**config.mk**
```make
export PLATFORM = sky130hd
export DESIGN_NAME = vehicle_drive_and_body_controller_core
export DESIGN_NICKNAME = d
export VERILOG_FILES = /design/src/rtl/vdbc_pkg.sv /design/src/rtl/vdbc_tick.sv /design/src/rtl/vdbc_scale.sv /design/src/rtl/vehicle_drive_and_body_controller_core.sv
export SDC_FILE = /design/constraint.sdc
export NUM_CORES = 1
export LEC_CHECK = 0
export ABC_AREA = 1
export BUFFER_PORTS_ARGS = -buffer_cell sky130_fd_sc_hd__buf_4
export CAP_MARGIN = 20
export CORE_MARGIN = 5
export CORE_UTILIZATION = 50
export DETAILED_ROUTE_END_ITERATION = 6
export HOLD_SLACK_MARGIN = 0.02
export PLACE_DENSITY = 0.74
export SYNTH_ARGS = -nofsm -noshare
export SYNTH_HDL_FRONTEND = slang
export SYNTH_SLANG_ARGS = --single-unit
```
**constraint.sdc**
```tcl
create_clock -name clk -period 10.9 [get_ports clk]
set_clock_uncertainty 0.1 [all_clocks]
set_input_delay 2.18 -clock clk [delete_from_list [all_inputs] [get_ports clk]]
set_output_delay 2.18 -clock clk [all_outputs]
set_load 0.02 [all_outputs]
```
**src/rtl/vdbc_pkg.sv**
```systemverilog
package vdbc_pkg;

  // Fixed tick constants
  localparam int AckTicks     = 8;
  localparam int StartupTicks = 40;
  localparam int BlinkCount   = 2;
  localparam int GainMid      = 10;

  // Start-up blink half period in ticks, never below one
  localparam int BlinkDivRaw = StartupTicks / (2 * BlinkCount);
  localparam int BlinkDiv    = (BlinkDivRaw == 0) ? 1 : BlinkDivRaw;

  localparam int AckW    = $clog2(AckTicks + 1);
  localparam int StartW  = $clog2(StartupTicks + 2);
  localparam int BlinkW  = $clog2(BlinkDiv + 1);

  // speed (s8) times gain (u7) fits in 15 bits signed; magnitude below 2^14
  localparam int ProdW  = 16;
  localparam int MagW   = 14;
  localparam int DriveW = 16;

  // Reciprocal for the divide by GainMid: exact floor for any MagW-bit value
  localparam int ScaleShift = MagW + $clog2(GainMid) + 1;
  localparam int RecipW     = ScaleShift + 1;
  localparam logic [RecipW-1:0] ScaleRecip =
      RecipW'(((64'd1 << ScaleShift) + 64'(GainMid) - 64'd1) / 64'(GainMid));

  // Request codes
  localparam logic [1:0] TrimNone  = 2'd0;
  localparam logic [1:0] TrimReset = 2'd1;
  localparam logic [1:0] TrimRight = 2'd2;
  localparam logic [1:0] TrimLeft  = 2'd3;

  localparam logic [1:0] GainNone  = 2'd0;
  localparam logic [1:0] GainReset = 2'd1;
  localparam logic [1:0] GainUp    = 2'd2;
  localparam logic [1:0] GainDown  = 2'd3;

  // Winker codes
  localparam logic [2:0] TurnOff        = 3'd0;
  localparam logic [2:0] TurnBothOn     = 3'd1;
  localparam logic [2:0] TurnRightOn    = 3'd2;
  localparam logic [2:0] TurnLeftOn     = 3'd3;
  localparam logic [2:0] TurnBothBlink  = 3'd4;
  localparam logic [2:0] TurnRightBlink = 3'd5;
  localparam logic [2:0] TurnLeftBlink  = 3'd6;

  // Buzzer codes
  localparam logic [1:0] BuzzOff      = 2'd0;
  localparam logic [1:0] BuzzOn       = 2'd1;
  localparam logic [1:0] BuzzInterval = 2'd2;

  // Config register indexes
  localparam int CfgIdxW = 3;
  localparam logic [CfgIdxW-1:0] CfgNeutralReset = 3'd0;
  localparam logic [CfgIdxW-1:0] CfgNeutralLow   = 3'd1;
  localparam logic [CfgIdxW-1:0] CfgNeutralHigh  = 3'd2;
  localparam logic [CfgIdxW-1:0] CfgGainReset    = 3'd3;
  localparam logic [CfgIdxW-1:0] CfgGainLow      = 3'd4;
  localparam logic [CfgIdxW-1:0] CfgGainHigh     = 3'd5;
  localparam logic [CfgIdxW-1:0] CfgBodyRemote   = 3'd6;
  localparam logic [CfgIdxW-1:0] CfgSendPeriod   = 3'd7;
  localparam int CfgDataW = 16;

  // Config reset values
  localparam logic signed [7:0] NeutralResetDef = 8'sd0;
  localparam logic signed [7:0] NeutralLowDef   = -8'sd20;
  localparam logic signed [7:0] NeutralHighDef  = 8'sd20;
  localparam logic [6:0]        GainResetDef    = 7'd10;
  localparam logic [6:0]        GainLowDef      = 7'd1;
  localparam logic [6:0]        GainHighDef     = 7'd20;
  localparam logic [15:0]       SendPeriodDef   = 16'd10;

  typedef struct packed {
    logic signed [7:0] neutral_reset_value;
    logic signed [7:0] neutral_lowest;
    logic signed [7:0] neutral_highest;
    logic [6:0]        gain_reset_value;
    logic [6:0]        gain_lowest;
    logic [6:0]        gain_highest;
    logic              body_remote;
    logic [15:0]       send_period_ticks;
  } cfg_t;

  typedef struct packed {
    logic [1:0]        trim_request;
    logic [1:0]        gain_request;
    logic signed [7:0] angle_cmd;
    logic signed [7:0] speed_cmd;
    logic              brake_cmd;
    logic              headlamp_switch;
    logic              foglamp_switch;
    logic              hazard_switch;
    logic              right_turn_switch;
    logic              left_turn_switch;
  } in_item_t;

  typedef struct packed {
    logic signed [8:0]        steer_out;
    logic signed [DriveW-1:0] drive_out;
    logic                     brake_out;
    logic                     head_lamp;
    logic                     fog_lamp;
    logic                     stop_lamp;
    logic                     reverse_lamp;
    logic [2:0]               turn_code;
    logic [1:0]               buzzer_code;
    logic                     send_strobe;
  } out_item_t;

  // Between the tick stage and the scale stage: drive_out still empty
  typedef struct packed {
    out_item_t               res;
    logic signed [ProdW-1:0] prod;
  } mid_t;

endpackage

```
**src/rtl/vdbc_tick.sv**
```systemverilog
module vdbc_tick (
  input  logic               clk,
  input  logic               rst,
  input  vdbc_pkg::cfg_t     cfg,
  input  vdbc_pkg::in_item_t item,
  input  logic               adv,
  output vdbc_pkg::mid_t     mid
);

  logic signed [7:0]              neutral, neutral_next;
  logic [6:0]                     gain, gain_next;
  logic [vdbc_pkg::AckW-1:0]      ack_both, ack_both_next;
  logic [vdbc_pkg::AckW-1:0]      ack_right, ack_right_next;
  logic [vdbc_pkg::AckW-1:0]      ack_left, ack_left_next;
  logic [vdbc_pkg::AckW-1:0]      both_ld, right_ld, left_ld;
  logic [vdbc_pkg::AckW-1:0]      both_dec, right_dec, left_dec;
  logic [vdbc_pkg::StartW-1:0]    startup_cnt, startup_cnt_next;
  logic [vdbc_pkg::BlinkW-1:0]    blink_sub, blink_sub_next;
  logic                           blink_odd, blink_odd_next;
  logic [4:0]                     latches, latches_next;
  logic [4:0]                     prev_sw, prev_sw_next;
  logic [15:0]                    send_cd, send_cd_next;
  logic [15:0]                    cd_base;
  logic [4:0]                     sw, latch_new;
  logic                           in_startup, startup_on, neg_speed;
  logic [2:0]                     turn;

  always_comb begin
    neutral_next = neutral;
    case (item.trim_request)
      vdbc_pkg::TrimReset: neutral_next = cfg.neutral_reset_value;
      vdbc_pkg::TrimRight: begin
        if (neutral > cfg.neutral_lowest) neutral_next = neutral - 8'sd1;
      end
      vdbc_pkg::TrimLeft: begin
        if (neutral < cfg.neutral_highest) neutral_next = neutral + 8'sd1;
      end
      default: neutral_next = neutral;
    endcase

    gain_next = gain;
    case (item.gain_request)
      vdbc_pkg::GainReset: gain_next = cfg.gain_reset_value;
      vdbc_pkg::GainUp: begin
        if (gain < cfg.gain_highest) gain_next = gain + 7'd1;
      end
      vdbc_pkg::GainDown: begin
        if (gain > cfg.gain_lowest) gain_next = gain - 7'd1;
      end
      default: gain_next = gain;
    endcase
  end

  // Acknowledge loads land before this tick's body logic
  always_comb begin
    both_ld  = (item.trim_request == vdbc_pkg::TrimReset ||
                item.gain_request == vdbc_pkg::GainReset) ?
               vdbc_pkg::AckW'(vdbc_pkg::AckTicks) : ack_both;
    right_ld = (item.trim_request == vdbc_pkg::TrimRight ||
                item.gain_request == vdbc_pkg::GainUp) ?
               vdbc_pkg::AckW'(vdbc_pkg::AckTicks) : ack_right;
    left_ld  = (item.trim_request == vdbc_pkg::TrimLeft ||
                item.gain_request == vdbc_pkg::GainDown) ?
               vdbc_pkg::AckW'(vdbc_pkg::AckTicks) : ack_left;
    both_dec  = (both_ld  != '0) ? both_ld  - vdbc_pkg::AckW'(1) : both_ld;
    right_dec = (right_ld != '0) ? right_ld - vdbc_pkg::AckW'(1) : right_ld;
    left_dec  = (left_ld  != '0) ? left_ld  - vdbc_pkg::AckW'(1) : left_ld;
  end

  always_comb begin
    sw         = {item.left_turn_switch, item.right_turn_switch, item.hazard_switch,
                  item.foglamp_switch, item.headlamp_switch};
    latch_new  = latches ^ (sw & ~prev_sw);
    neg_speed  = item.speed_cmd[7];
    in_startup = (startup_cnt <= vdbc_pkg::StartW'(vdbc_pkg::StartupTicks));
    startup_on = !blink_odd && (startup_cnt != vdbc_pkg::StartW'(vdbc_pkg::StartupTicks));

    // last running counter in the order both, right, left sets the code
    if (left_ld != '0) begin
      turn = (left_dec != '0) ? vdbc_pkg::TurnLeftOn : vdbc_pkg::TurnOff;
    end else if (right_ld != '0) begin
      turn = (right_dec != '0) ? vdbc_pkg::TurnRightOn : vdbc_pkg::TurnOff;
    end else if (both_ld != '0) begin
      turn = (both_dec != '0) ? vdbc_pkg::TurnBothOn : vdbc_pkg::TurnOff;
    end else if (latch_new[2] || (latch_new[3] && latch_new[4])) begin
      turn = vdbc_pkg::TurnBothBlink;
    end else if (latch_new[3]) begin
      turn = vdbc_pkg::TurnRightBlink;
    end else if (latch_new[4]) begin
      turn = vdbc_pkg::TurnLeftBlink;
    end else begin
      turn = vdbc_pkg::TurnOff;
    end
  end

  always_comb begin
    ack_both_next    = both_dec;
    ack_right_next   = right_dec;
    ack_left_next    = left_dec;
    latches_next     = latch_new;
    prev_sw_next     = sw;
    startup_cnt_next = startup_cnt;
    blink_sub_next   = blink_sub;
    blink_odd_next   = blink_odd;
    cd_base          = send_cd;

    mid.res.steer_out   = 9'(item.angle_cmd) + 9'(neutral_next);
    mid.res.drive_out   = '0;
    mid.res.brake_out   = item.brake_cmd;
    mid.res.head_lamp   = latch_new[0];
    mid.res.fog_lamp    = latch_new[1];
    mid.res.stop_lamp   = item.brake_cmd;
    mid.res.reverse_lamp = neg_speed;
    mid.res.turn_code   = turn;
    mid.res.buzzer_code = neg_speed ? vdbc_pkg::BuzzInterval : vdbc_pkg::BuzzOff;

    if (in_startup) begin
      ack_both_next    = both_ld;
      ack_right_next   = right_ld;
      ack_left_next    = left_ld;
      latches_next     = latches;
      prev_sw_next     = prev_sw;
      startup_cnt_next = startup_cnt + vdbc_pkg::StartW'(1);
      if (blink_sub == vdbc_pkg::BlinkW'(vdbc_pkg::BlinkDiv - 1)) begin
        blink_sub_next = '0;
        blink_odd_next = !blink_odd;
      end else begin
        blink_sub_next = blink_sub + vdbc_pkg::BlinkW'(1);
      end
      cd_base = '0;
      mid.res.head_lamp    = startup_on;
      mid.res.fog_lamp     = startup_on;
      mid.res.stop_lamp    = startup_on;
      mid.res.reverse_lamp = startup_on;
      mid.res.turn_code    = startup_on ? vdbc_pkg::TurnBothOn : vdbc_pkg::TurnOff;
      mid.res.buzzer_code  = startup_on ? vdbc_pkg::BuzzOn : vdbc_pkg::BuzzOff;
    end

    mid.res.send_strobe = cfg.body_remote && (cd_base == '0);
    if (!cfg.body_remote) begin
      send_cd_next = cd_base;
    end else if (cd_base == '0) begin
      send_cd_next = cfg.send_period_ticks;
    end else begin
      send_cd_next = cd_base - 16'd1;
    end

    mid.prod = vdbc_pkg::ProdW'(item.speed_cmd) *
               vdbc_pkg::ProdW'($signed({1'b0, gain_next}));
  end

  always_ff @(posedge clk) begin
    if (rst) begin
      neutral     <= vdbc_pkg::NeutralResetDef;
      gain        <= vdbc_pkg::GainResetDef;
      ack_both    <= '0;
      ack_right   <= '0;
      ack_left    <= '0;
      startup_cnt <= '0;
      blink_sub   <= '0;
      blink_odd   <= 1'b0;
      latches     <= '0;
      prev_sw     <= '0;
      send_cd     <= '0;
    end else if (adv) begin
      neutral     <= neutral_next;
      gain        <= gain_next;
      ack_both    <= ack_both_next;
      ack_right   <= ack_right_next;
      ack_left    <= ack_left_next;
      startup_cnt <= startup_cnt_next;
      blink_sub   <= blink_sub_next;
      blink_odd   <= blink_odd_next;
      latches     <= latches_next;
      prev_sw     <= prev_sw_next;
      send_cd     <= send_cd_next;
    end
  end

endmodule

```
**src/rtl/vdbc_scale.sv**
```systemverilog
module vdbc_scale (
  input  logic signed [vdbc_pkg::ProdW-1:0]  prod,
  output logic signed [vdbc_pkg::DriveW-1:0] drive
);

  localparam int FullW = vdbc_pkg::MagW + vdbc_pkg::RecipW;

  logic [vdbc_pkg::ProdW-1:0] abs_prod;
  logic [vdbc_pkg::MagW-1:0]  mag;
  logic [FullW-1:0]           full;
  logic [vdbc_pkg::MagW-1:0]  quo;

  // divide by the mid gain through a reciprocal; sign handled here by magnitude and negation
  always_comb begin
    abs_prod = prod[vdbc_pkg::ProdW-1] ? (vdbc_pkg::ProdW'(0) - prod) : prod;
    mag      = abs_prod[vdbc_pkg::MagW-1:0];
    full     = FullW'(mag) * FullW'(vdbc_pkg::ScaleRecip);
    quo      = vdbc_pkg::MagW'(full >> vdbc_pkg::ScaleShift);
    drive    = prod[vdbc_pkg::ProdW-1] ?
               (vdbc_pkg::DriveW'(0) - vdbc_pkg::DriveW'(quo)) : vdbc_pkg::DriveW'(quo);
  end

endmodule

```
**src/rtl/vehicle_drive_and_body_controller_core.sv**
```systemverilog
// Channel   | Direction | Handshake                  | Beat contents
// ----------+-----------+----------------------------+-------------------------------
// item      | in        | item_valid / item_ready    | one control tick (in_item_t)
// result    | out       | result_valid / result_ready| tick outputs (out_item_t)
// cfg       | in        | cfg_valid / cfg_ready      | register index + write data
//
// One beat per cycle sustained while the result is not stalled; an accepted beat
// enters the input register, which feeds one combinational pass (state update,
// steer add, speed x gain product, divide by mid gain) into the result register.
// Synchronous reset clears both valids and returns tick state and config registers to defaults.
// A stalled result holds the input register in place; it still takes a beat
// while the result drains in the same cycle. cfg_ready is always high.
module vehicle_drive_and_body_controller_core (
  input  logic                              clk,
  input  logic                              rst,
  input  logic                              item_valid,
  output logic                              item_ready,
  input  vdbc_pkg::in_item_t                item,
  output logic                              result_valid,
  input  logic                              result_ready,
  output vdbc_pkg::out_item_t               result,
  input  logic                              cfg_valid,
  output logic                              cfg_ready,
  input  logic [vdbc_pkg::CfgIdxW-1:0]      cfg_index,
  input  logic [vdbc_pkg::CfgDataW-1:0]     cfg_data
);

  vdbc_pkg::cfg_t      cfg;
  vdbc_pkg::in_item_t  s0_item;
  logic                s0_valid;
  vdbc_pkg::mid_t      tick_mid;
  vdbc_pkg::out_item_t res_next;
  logic signed [vdbc_pkg::DriveW-1:0] drive;
  logic                out_free, adv;

  // Ready chain: the input register takes a beat when empty or when it drains
  assign out_free   = !result_valid || result_ready;
  assign item_ready = !s0_valid || out_free;
  assign adv        = s0_valid && out_free;
  assign cfg_ready  = 1'b1;

  // Configuration registers
  always_ff @(posedge clk) begin
    if (rst) begin
      cfg.neutral_reset_value <= vdbc_pkg::NeutralResetDef;
      cfg.neutral_lowest      <= vdbc_pkg::NeutralLowDef;
      cfg.neutral_highest     <= vdbc_pkg::NeutralHighDef;
      cfg.gain_reset_value    <= vdbc_pkg::GainResetDef;
      cfg.gain_lowest         <= vdbc_pkg::GainLowDef;
      cfg.gain_highest        <= vdbc_pkg::GainHighDef;
      cfg.body_remote         <= 1'b0;
      cfg.send_period_ticks   <= vdbc_pkg::SendPeriodDef;
    end else if (cfg_valid && cfg_ready) begin
      case (cfg_index)
        vdbc_pkg::CfgNeutralReset: cfg.neutral_reset_value <= cfg_data[7:0];
        vdbc_pkg::CfgNeutralLow:   cfg.neutral_lowest      <= cfg_data[7:0];
        vdbc_pkg::CfgNeutralHigh:  cfg.neutral_highest     <= cfg_data[7:0];
        vdbc_pkg::CfgGainReset:    cfg.gain_reset_value    <= cfg_data[6:0];
        vdbc_pkg::CfgGainLow:      cfg.gain_lowest         <= cfg_data[6:0];
        vdbc_pkg::CfgGainHigh:     cfg.gain_highest        <= cfg_data[6:0];
        vdbc_pkg::CfgBodyRemote:   cfg.body_remote         <= cfg_data[0];
        vdbc_pkg::CfgSendPeriod:   cfg.send_period_ticks   <= cfg_data[15:0];
        default: ;
      endcase
    end
  end

  // Input register
  always_ff @(posedge clk) begin
    if (rst) begin
      s0_valid <= 1'b0;
    end else if (item_ready) begin
      s0_valid <= item_valid;
    end
  end

  always_ff @(posedge clk) begin
    if (item_valid && item_ready) begin
      s0_item <= item;
    end
  end

  // Tick logic: state advances exactly once per beat moving into the result
  vdbc_tick u_tick (
    .clk  (clk),
    .rst  (rst),
    .cfg  (cfg),
    .item (s0_item),
    .adv  (adv),
    .mid  (tick_mid)
  );

  // Divide by mid gain in the same pass
  vdbc_scale u_scale (
    .prod  (tick_mid.prod),
    .drive (drive)
  );

  always_comb begin
    res_next           = tick_mid.res;
    res_next.drive_out = drive;
  end

  always_ff @(posedge clk) begin
    if (rst) begin
      result_valid <= 1'b0;
    end else if (out_free) begin
      result_valid <= s0_valid;
    end
  end

  always_ff @(posedge clk) begin
    if (adv) begin
      result <= res_next;
    end
  end

  // Reset empties both registers
  a_reset_empty: assert property (@(posedge clk)
    rst |=> !s0_valid && !result_valid)
    else $error("pipeline not empty after reset");

  // A stalled result beat stays put
  a_result_hold: assert property (@(posedge clk) disable iff (rst)
    result_valid && !result_ready |=> result_valid && $stable(result))
    else $error("result beat changed while stalled");

  // Interval buzzer only comes with the back lamp
  a_buzz_reverse: assert property (@(posedge clk) disable iff (rst)
    result_valid && result.buzzer_code == vdbc_pkg::BuzzInterval |-> result.reverse_lamp)
    else $error("interval buzzer without back lamp");

endmodule
```
==> impl_metrics.yaml, run 1 <==
run_status:
  status: "finished with violations"
  violations: "setup timing"
die:
  die_x_um: 190
  rows: 66
  die_h_um: 190
  start_util_pct: 50.2
  core_region_area_mm2: 0.0323
  dieArea_mm2: 0.0361
  num_io_pins: 89
worst_setup_path:
  reg2reg_slack_ns: -0.05
  slowest_stage: "fa_1"
  slowest_delay_ns: 0.59
  r2r-end: "result[21]"
  reg2regPathDepth: 53
  endpoint_kind: "register"
  worstPathMaxFanout: 7
  cp-start-kind: "register"
  cp.required_ns: 11.00
  r2r-start: "u_tick.gain[6]"
  worstSetupPathType: "reg2reg"
  crit_path_frequent_cell: "fa_1"
  cp.arrival_ns: 11.05
synth:
  synth.area.top_cells: "dfxtp_1 (16%), ha_1 (14%), fa_1 (12%)"
  avgSynthCellArea_um2: 7.63
  seq_area_frac_synth_pct: 26.5
  synth_edf_count: 58
  synth_seq_cells: 186
  synth_nets: 2459
  synth.cell_area_mm2: 0.0162
  ys_types: 54
  ys_warn_count: 0
  synthFlopType: "dfxtp_1"
  synth_top_cell_by_area: "dfxtp_1"
  async_flop_share_pct: 0
  synthDominantCellAreaShare_pct: 15.8
  synthCells: 2126
place:
  routabilityCongestion: 0.924
  io_buffers: 87
  dpl.hpwl_mm: 30.9
  dp_cells: 2768
final_layout:
  final_nets: 2698
  area_growth_pct: 24.8
  drive_above_1_share_pct: 23.4
  diodes: 0
  ff_latch_area_mm2: 0.00432
  final_cells: 2820
  multi_input_area_mm2: 0.0111
  nFillCells: 2682
global_route:
  track_usage_pct: 22.4
  grt_pass1_vias: 14500
  grt_max_degree: 93
  antenna_found_initial: 0
  grt_pass1_wl_mm: 67.7
  grt-ovfl-total: 0
clock_tree:
  holdBufCountCts: 0
  clockRootBuffer: "clkbuf_16"
  htree_num_levels: 4
  cts_buffer_depth: 2
  cts_tree: "yes"
  path_clk_slew_ns: 0.08
  cts_buffers: 17
  insertion_delay_ns: 0.44
  cts.sinks: 186
routing:
  drc: 0
  drtIter0Drc: 833
  wl_per_cell_um: 14.7
  wl_mm: 41.3
  dr_total_vias: 14700
  viasPerCell: 5.23
  ant_nets: 0
  firstDrtPassIters: 5
hold_path:
  min_path_cells: 2
  hold_start: "cfg[6]"
  hold_end: "cfg[6]"
  hp-class: "reg2reg"
timing:
  setup_slack_ns: -0.0496
  finalCritPeriodShare_pct: 100
  period_minus_slack_ns: 10.95
  max_freq_mhz: 91.3
  rsz0062_at_grt: "yes"
  drv_slew: 0
  slew_headroom_pct: 29.0
  tightest_slew_ns: 1.06
  setup_viol: 4
  hold_slack_ns: 0.351
  hold_viol_final: 0
job:
  maxCapViolCount: 0
per-layer routing:
metal | GRT usage [%] | vias to the layer above | part of all wire, %
li1 | - | 7324 | -
met1 | 29.3 | 6969 | 43
met2 | 38.8 | 367 | 50
met3 | 3.65 | 81 | 4.7
met4 | 5.55 | 0 | 2.3
met5 | 0 | - | 0
cell usage after synthesis, types with 6 or more instances:
cell and n:
inv_1 423, nand2_1 328, nor2_1 218, ha_1 182, o21ai_0 175, a21oi_1 134
dfxtp_1 128, fa_1 101, nand3_1 98, edfxtp_1 58, xor2_1 41, clkbuf_1 33
o211ai_1 24, a31oi_1 22, nor3_1 18, nand4_1 16, o21ai_1 10, xnor2_1 10
a21o_1 7, o31ai_1 7, inv_2 6, nand3b_1 6, nor2_2 6, o21bai_1 6
area by class of cell:
class	instances	share of cell area, %
clock buffer	17	2.10
clock inverter	15	0.797
inverter	434	8.09
multi-input combinational	1460	54.9
sequential	186	21.3
tap	442	2.73
timing repair buffer	266	10.0
cells by family after synthesis:
logic type                 count (synthesis)  share of synthesized area, %
AOI/OAI and AO/OA                        405                          13.8
other                                      1                        0.0231
adders and majority gates                283                          26.5
buffers and inverters                    480                          11.3
xor gates and xnor gates                  54                          3.05
and+or+nand+nor                          717                          18.7
DFF                                      186                          26.5
registers in the layout, summed over array words and instances, names as in the netlist, 6 cells and up:
signal and cells:
s0_item 26, cfg 62, u_tick.gain 7, u_tick.startup_cnt 6, u_tick.send_cd 16, result 32
u_tick.neutral 8
metrics by stage:
stage	setup TNS (ns)	instance area, µm²	util [%]	worst slack, ns
floorplan	0	16200	-	0.0179
global placement	-1.33	18400	57.0	-0.281
detailed placement	-3.98	18400	57.0	-0.577
CTS	0	19400	60.0	0.00905
global route	-4.61	20200	62.7	-0.562
finish	-0.123	20200	62.7	-0.0496
layout by cell type, fill, tap and decap left out, types with 6 or more instances in the layout:
master and instances:
inv_2 32, o31ai_1 7, xor2_1 34, nand3b_1 6, o211ai_1 24, xor2_2 7
nand3_1 83, a21o_1 7, nand2_2 48, nor3_2 7, dfxtp_2 6, nor2_2 31
o21bai_1 6, edfxtp_1 58, nand2_1 281, nor3_1 11, ha_1 152, nand4_1 16
fa_2 8, inv_1 396, a21oi_1 116, o21ai_2 9, dfxtp_1 120, xnor2_1 10
buf_4 260, nor2_1 185, nor2_4 11, o21ai_1 9, ha_4 27, fa_1 93
clkbuf_16 17, o21ai_0 164, a21oi_2 19, a31oi_1 17, nand3_2 15
how the worst max path moves through the flow:
stage          depth (start not counted)         end            from  slack, ns
2_1_floorplan                         58  result[21]  u_tick.gain[6]       0.02
4_1_cts                               61  result[21]         cfg[28]      0.009
5_1_grt                               64  result[18]  u_tick.gain[4]      -0.56
3_3_place_gp                          61  result[20]         cfg[30]      -0.28
3_5_place_dp                          62  result[20]         cfg[30]      -0.58
6_report                              53  result[21]  u_tick.gain[6]      -0.05
worst max-delay path: cells and delay by family, from the launching register on:
family                     cells  cell delay, ns
AOI/OAI and AO/OA             11            1.74
xor gates and xnor gates       1            0.15
adders and majority gates     13            5.53
buffers and inverters         10            0.84
DFF                            1            0.37
and+or+nand+nor               18            1.99
what timing repair did:
action | 4_1_cts | 5_1_grt
gates resized for setup | 70 | 193
setup buffers | 7 | 13
pin swaps | 30 | 142
setup endpoints to repair | 11 | 12
Power of run 1 is not shown: default switching activity piles up to over one toggle a cycle in this logic, so the estimate is an artifact.
==> run 2: changes to the inputs <==
--- a/config.mk
+++ b/config.mk
@@ -9,10 +9,10 @@
 export BUFFER_PORTS_ARGS = -buffer_cell sky130_fd_sc_hd__buf_4
 export CAP_MARGIN = 20
 export CORE_MARGIN = 5
-export CORE_UTILIZATION = 50
+export CORE_UTILIZATION = 30
 export DETAILED_ROUTE_END_ITERATION = 6
 export HOLD_SLACK_MARGIN = 0.02
-export PLACE_DENSITY = 0.74
+export PLACE_DENSITY = 0.51
 export SYNTH_ARGS = -nofsm -noshare
 export SYNTH_HDL_FRONTEND = slang
 export SYNTH_SLANG_ARGS = --single-unit
==> impl_metrics.yaml, run 2 (synthesized netlist as in run 1, its figures left out) <==
routing:
  firstDrtPassIters: 5
  dr_total_vias: 14500
  ant_nets: 0
  drtIter0Drc: 632
  wl_mm: 44.5
  drc: 0
  viasPerCell: 4.62
  wl_per_cell_um: 14.2
place:
  routabilityCongestion: 0.858
  io_buffers: 87
  dpl.hpwl_mm: 34.4
  dp_cells: 3061
  placed_cell_area_mm2: 0.0190
worst_setup_path:
  crit_path_frequent_cell: "fa_1"
  reg2regPathDepth: 56
  worstSetupPathType: "reg2reg"
  cp.required_ns: 11.01
  cp_num_buf_inv: 15
  slowest_delay_ns: 0.58
  reg2reg_slack_ns: 0.02
  r2r-end: "result[22]"
  slowest_stage: "fa_1"
  endpoint_kind: "register"
  cp-start-kind: "register"
  worstPathMaxFanout: 5
  cp.arrival_ns: 10.99
  crit_family: "adder cells"
  r2r-start: "cfg[23]"
die:
  start_util_pct: 30.2
  rows: 85
  num_io_pins: 89
  die_h_um: 243
  die_x_um: 243
  dieArea_mm2: 0.0588
  core_region_area_mm2: 0.0537
final_layout:
  final_cell_mix: "inv_1 (400), buf_4 (309), nand2_1 (286), nor2_1 (185), o21ai_0 (164)"
  final_cells: 3128
  area_growth_pct: 29.3
  top_register: "cfg"
  final_common_cell: "inv_1"
  top_regs: "cfg: 62 flops, result: 32 flops, s0_item: 26 flops"
  largest_register_ffs: 62
  diodes: 0
  nFillCells: 5446
  drive_above_1_share_pct: 24.2
  final_nets: 2752
  post-route-cell-area_mm2: 0.0210
timing:
  fin_tns_setup_ns: 0
  rsz0062_at_grt: "yes"
  slew_headroom_pct: 39.7
  drv_slew: 0
  tightest_slew_ns: 0.902
  hold_slack_ns: 0.353
  hold_viol_final: 0
  setup_viol: 0
  period_minus_slack_ns: 10.88
  max_freq_mhz: 91.9
  finalCritPeriodShare_pct: 99.8
clock_tree:
  cts_buffers: 17
  clockRootBuffer: "clkbuf_16"
  htree_num_levels: 4
  cts.sinks: 186
  insertion_delay_ns: 0.46
  path_clk_slew_ns: 0.08
  holdBufCountCts: 0
  cts_buffer_depth: 2
  cts_tree: "yes"
hold_path:
  min_path_cells: 2
  hp-class: "reg2reg"
  hold_start: "u_tick.prev_sw[0]"
  hold_end: "u_tick.prev_sw[0]"
global_route:
  grt-ovfl-total: 0
  grt_pass1_wl_mm: 72.1
  grt_pass1_vias: 14600
  grt_max_degree: 95
  antenna_found_initial: 0
  track_usage_pct: 14.7
job:
  maxCapViolCount: 0
run_status:
  status: "finished clean"
run 2: changes by cell type in the layout (fill, tap and decap cells not counted), sizes merged:
cell	change
buf	+54
clkinvlp	-1
clkinv	+2
bufinv	-1
run 2: how the worst max path moves through the flow:
stage,end,cells after the start,start
after detailed placement,result[22],61,cfg[30]
after global routing,result[20],59,cfg[25]
final,result[22],56,cfg[23]
after global placement,result[22],63,cfg[30]
after floorplan,result[21],58,u_tick.gain[6]
after CTS,result[22],64,cfg[29]
run 2: worst min-delay path, delay by kind of cell (launching register included):
kind,cells,cell delay [ns]
compound gates,1,0.05
buf+inv,1,0.06
flops,1,0.30
run 2: metal layers:
layer | up-vias | track usage [%] | share of wire (%)
met5 | - | 0 | 0
met4 | 0 | 3.09 | 1.6
met3 | 53 | 2.41 | 3.1
met2 | 207 | 25.6 | 49
met1 | 6757 | 19.3 | 47
li1 | 7438 | - | -
run 2: stage by stage:
step,setup slack [ns],util [%]
finish,0.0171,39.1
floorplan,0.0179,-
CTS,0.00304,37.3
detailed placement,-0.656,35.5
global route,-0.536,39.1
global placement,-0.468,35.5
run 2: layout make-up:
type	instances	area, µm²	share of cell area, %
Multi-Input combinational cell	1460	11100	53.0
Sequential cell	186	4310	20.6
Timing Repair Buffer	320	2450	11.7
Inverter	434	1640	7.83
Tap cell	696	871	4.15
Clock buffer	17	425	2.03
Clock inverter	15	158	0.751
run 2: repair_timing:
action                                 4_1_cts  5_1_grt
endpoints found under the hold margin        0        0
resized for setup                           81      179
setup buffers                                9       26
setup endpoints to repair                   11       12
pin swaps                                   44      126
Power of run 2 is left out for the same reason.
==> run 3: changes to the inputs <==
--- a/config.mk
+++ b/config.mk
@@ -5,12 +5,12 @@
 export SDC_FILE = /design/constraint.sdc
 export NUM_CORES = 1
 export LEC_CHECK = 0
-export ABC_AREA = 1
 export BUFFER_PORTS_ARGS = -buffer_cell sky130_fd_sc_hd__buf_4
 export CAP_MARGIN = 20
 export CORE_MARGIN = 5
 export CORE_UTILIZATION = 30
 export DETAILED_ROUTE_END_ITERATION = 6
+export GPL_ROUTABILITY_DRIVEN = 0
 export HOLD_SLACK_MARGIN = 0.02
 export PLACE_DENSITY = 0.51
 export SYNTH_ARGS = -nofsm -noshare
==> impl_metrics.yaml, run 3 <==
final_layout:
  final_nets: 2568
  area_growth_pct: 31.6
  largest_register_ffs: 62
  diodes: 0
  ff_latch_area_mm2: 0.00432
  top_register: "cfg"
  final_cell_mix: "buf_4 (361), inv_1 (231), nand2_1 (223), ha_1 (157), nor2_1 (143)"
  multi_input_area_mm2: 0.0117
  drive_above_1_share_pct: 27.0
  nFillCells: 5288
  final_common_cell: "buf_4"
  post-route-util_pct: 39.8
  top_regs: "cfg: 62 flops, result: 32 flops, s0_item: 26 flops"
worst_setup_path:
  cp.arrival_ns: 12.09
  cp_num_buf_inv: 8
  slowest_stage: "or4_4"
  r2r-end: "result[21]"
  r2r-start: "cfg[27]"
  endpoint_kind: "register"
  cp-start-kind: "register"
  cp.required_ns: 11.02
  crit_family: "adder cells"
  slowest_delay_ns: 0.56
  worstSetupPathType: "reg2reg"
  worstPathMaxFanout: 6
  crit_path_frequent_cell: "fa_1"
  reg2regPathDepth: 46
  reg2reg_slack_ns: -1.07
place:
  io_buffers: 87
  dpl.hpwl_mm: 35.9
synth:
  synth_edf_count: 58
  synthDominantCellAreaShare_pct: 15.8
  synthCells: 1908
  ys_types: 91
  yosysMostFrequentCell: "inv_1"
  synth_seq_cells: 186
  seq_area_frac_synth_pct: 26.5
  async_flop_share_pct: 0
  synth_commonest_cells: "inv_1 (252), nand2_1 (228), ha_1 (182), a21oi_1 (162), nor2_1 (156)"
  synthFlopType: "dfxtp_1"
  ys_warn_count: 0
  synth.cell_area_mm2: 0.0162
  avgSynthCellArea_um2: 8.51
  synth.area.top_cells: "dfxtp_1 (16%), ha_1 (14%), fa_1 (12%)"
  synth_nets: 2241
  synth_top_cell_by_area: "dfxtp_1"
timing:
  rsz0062_at_grt: "yes"
  finalCritPeriodShare_pct: 110
  max_freq_mhz: 83.5
  period_minus_slack_ns: 11.97
  setup_slack_ns: -1.07
  slew_headroom_pct: 33.5
  drv_slew: 0
  setup_viol: 12
  hold_viol_final: 0
  tightest_slew_ns: 0.998
global_route:
  track_usage_pct: 15.8
  grt_max_degree: 71
  grt_pass1_vias: 14800
  grt_pass1_wl_mm: 76.6
  antenna_found_initial: 2
  grt-ovfl-total: 0
clock_tree:
  htree_num_levels: 4
  clockRootBuffer: "clkbuf_16"
  path_clk_slew_ns: 0.08
  holdBufCountCts: 0
  cts_buffer_depth: 2
  cts_tree: "yes"
  cts.sinks: 186
  insertion_delay_ns: 0.48
  cts_buffers: 17
routing:
  ant_nets: 0
  firstDrtPassIters: 6
  dr_total_vias: 14500
  viasPerCell: 4.92
  drtIter0Drc: 815
  wl_mm: 46.9
  wl_per_cell_um: 15.9
  drc: 0
hold_path:
  hold_start: "cfg[61]"
  hp-class: "reg2reg"
  hold_end: "cfg[61]"
  min_path_cells: 2
run_status:
  violations: "setup timing"
  status: "finished with violations"
die:
  die_h_um: 243
  core_region_area_mm2: 0.0537
  start_util_pct: 30.2
  num_io_pins: 89
  die_x_um: 243
  dieArea_mm2: 0.0589
  rows: 85
job:
  maxCapViolCount: 0
[run 3: cells by family after synthesis]
group,synth area share (%)
multiplexers,0.809
buffers and inverters,7.49
flip-flops,26.5
other,0.0231
AND/OR/NAND/NOR,17.6
AO/OA/AOI/OAI,16.8
adder cells (fa/ha/maj),26.5
XOR/XNOR,4.31
[run 3: worst max path at each step]
stage                   start         end  slack (ns)  depth (start not counted)
2_1_floorplan  u_tick.gain[0]  result[22]       -0.70                         49
3_3_place_gp          cfg[30]  result[21]       -1.23                         47
3_5_place_dp          cfg[30]  result[22]       -1.34                         45
4_1_cts               cfg[30]  result[22]       -1.15                         48
5_1_grt               cfg[29]  result[21]       -1.52                         46
6_report              cfg[27]  result[21]       -1.07                         46
[run 3: per-stage QoR]
stage               instances  worst slack [ns]  hold WS [ns]  setup TNS [ns]  area [µm²]
floorplan                1908            -0.699         0.326           -4.92       16600
global placement         2853             -1.23         0.337          -11.58       19500
detailed placement       2854             -1.34         0.343          -12.93       19500
CTS                      2918             -1.15         0.355          -10.48       20800
global route             2944             -1.52         0.380          -15.88       21400
finish                   2944             -1.07         0.354          -10.72       21400
[run 3: repair_timing]
item | 4_1_cts | 5_1_grt
resized for setup | 93 | 77
pin swaps | 84 | 69
endpoints found under the setup margin | 12 | 12
setup buffers | 32 | 26
[run 3: final cells by class]
class	instances	area share, %
inverters	253	4.47
multi-input cells	1405	55.0
flip-flops and latches	186	20.2
clock buffers	19	2.22
well taps	696	4.08
repair buffers	372	13.3
clock inverters	13	0.779
[run 3: worst register-to-register path: cells and delay by family (launching register included)]
family,cells,cell delay (ns)
fa+ha+maj,12,5.21
flops,1,0.34
simple gates,10,2.33
xor+xnor,3,0.50
compound gates,13,2.55
buf+inv,8,0.69
[run 3: per-layer routing]
| layer | vias to the layer above | global-route usage [%] | part of all wire (%) |
|---|---|---|---|
| li1 | 7144 | - | - |
| met3 | 41 | 2.29 | 2.9 |
| met1 | 7070 | 20.4 | 45 |
| met5 | - | 0 | 0 |
| met4 | 0 | 4.12 | 1.7 |
| met2 | 216 | 28.0 | 50 |
Power of run 3 is left out for the same reason.
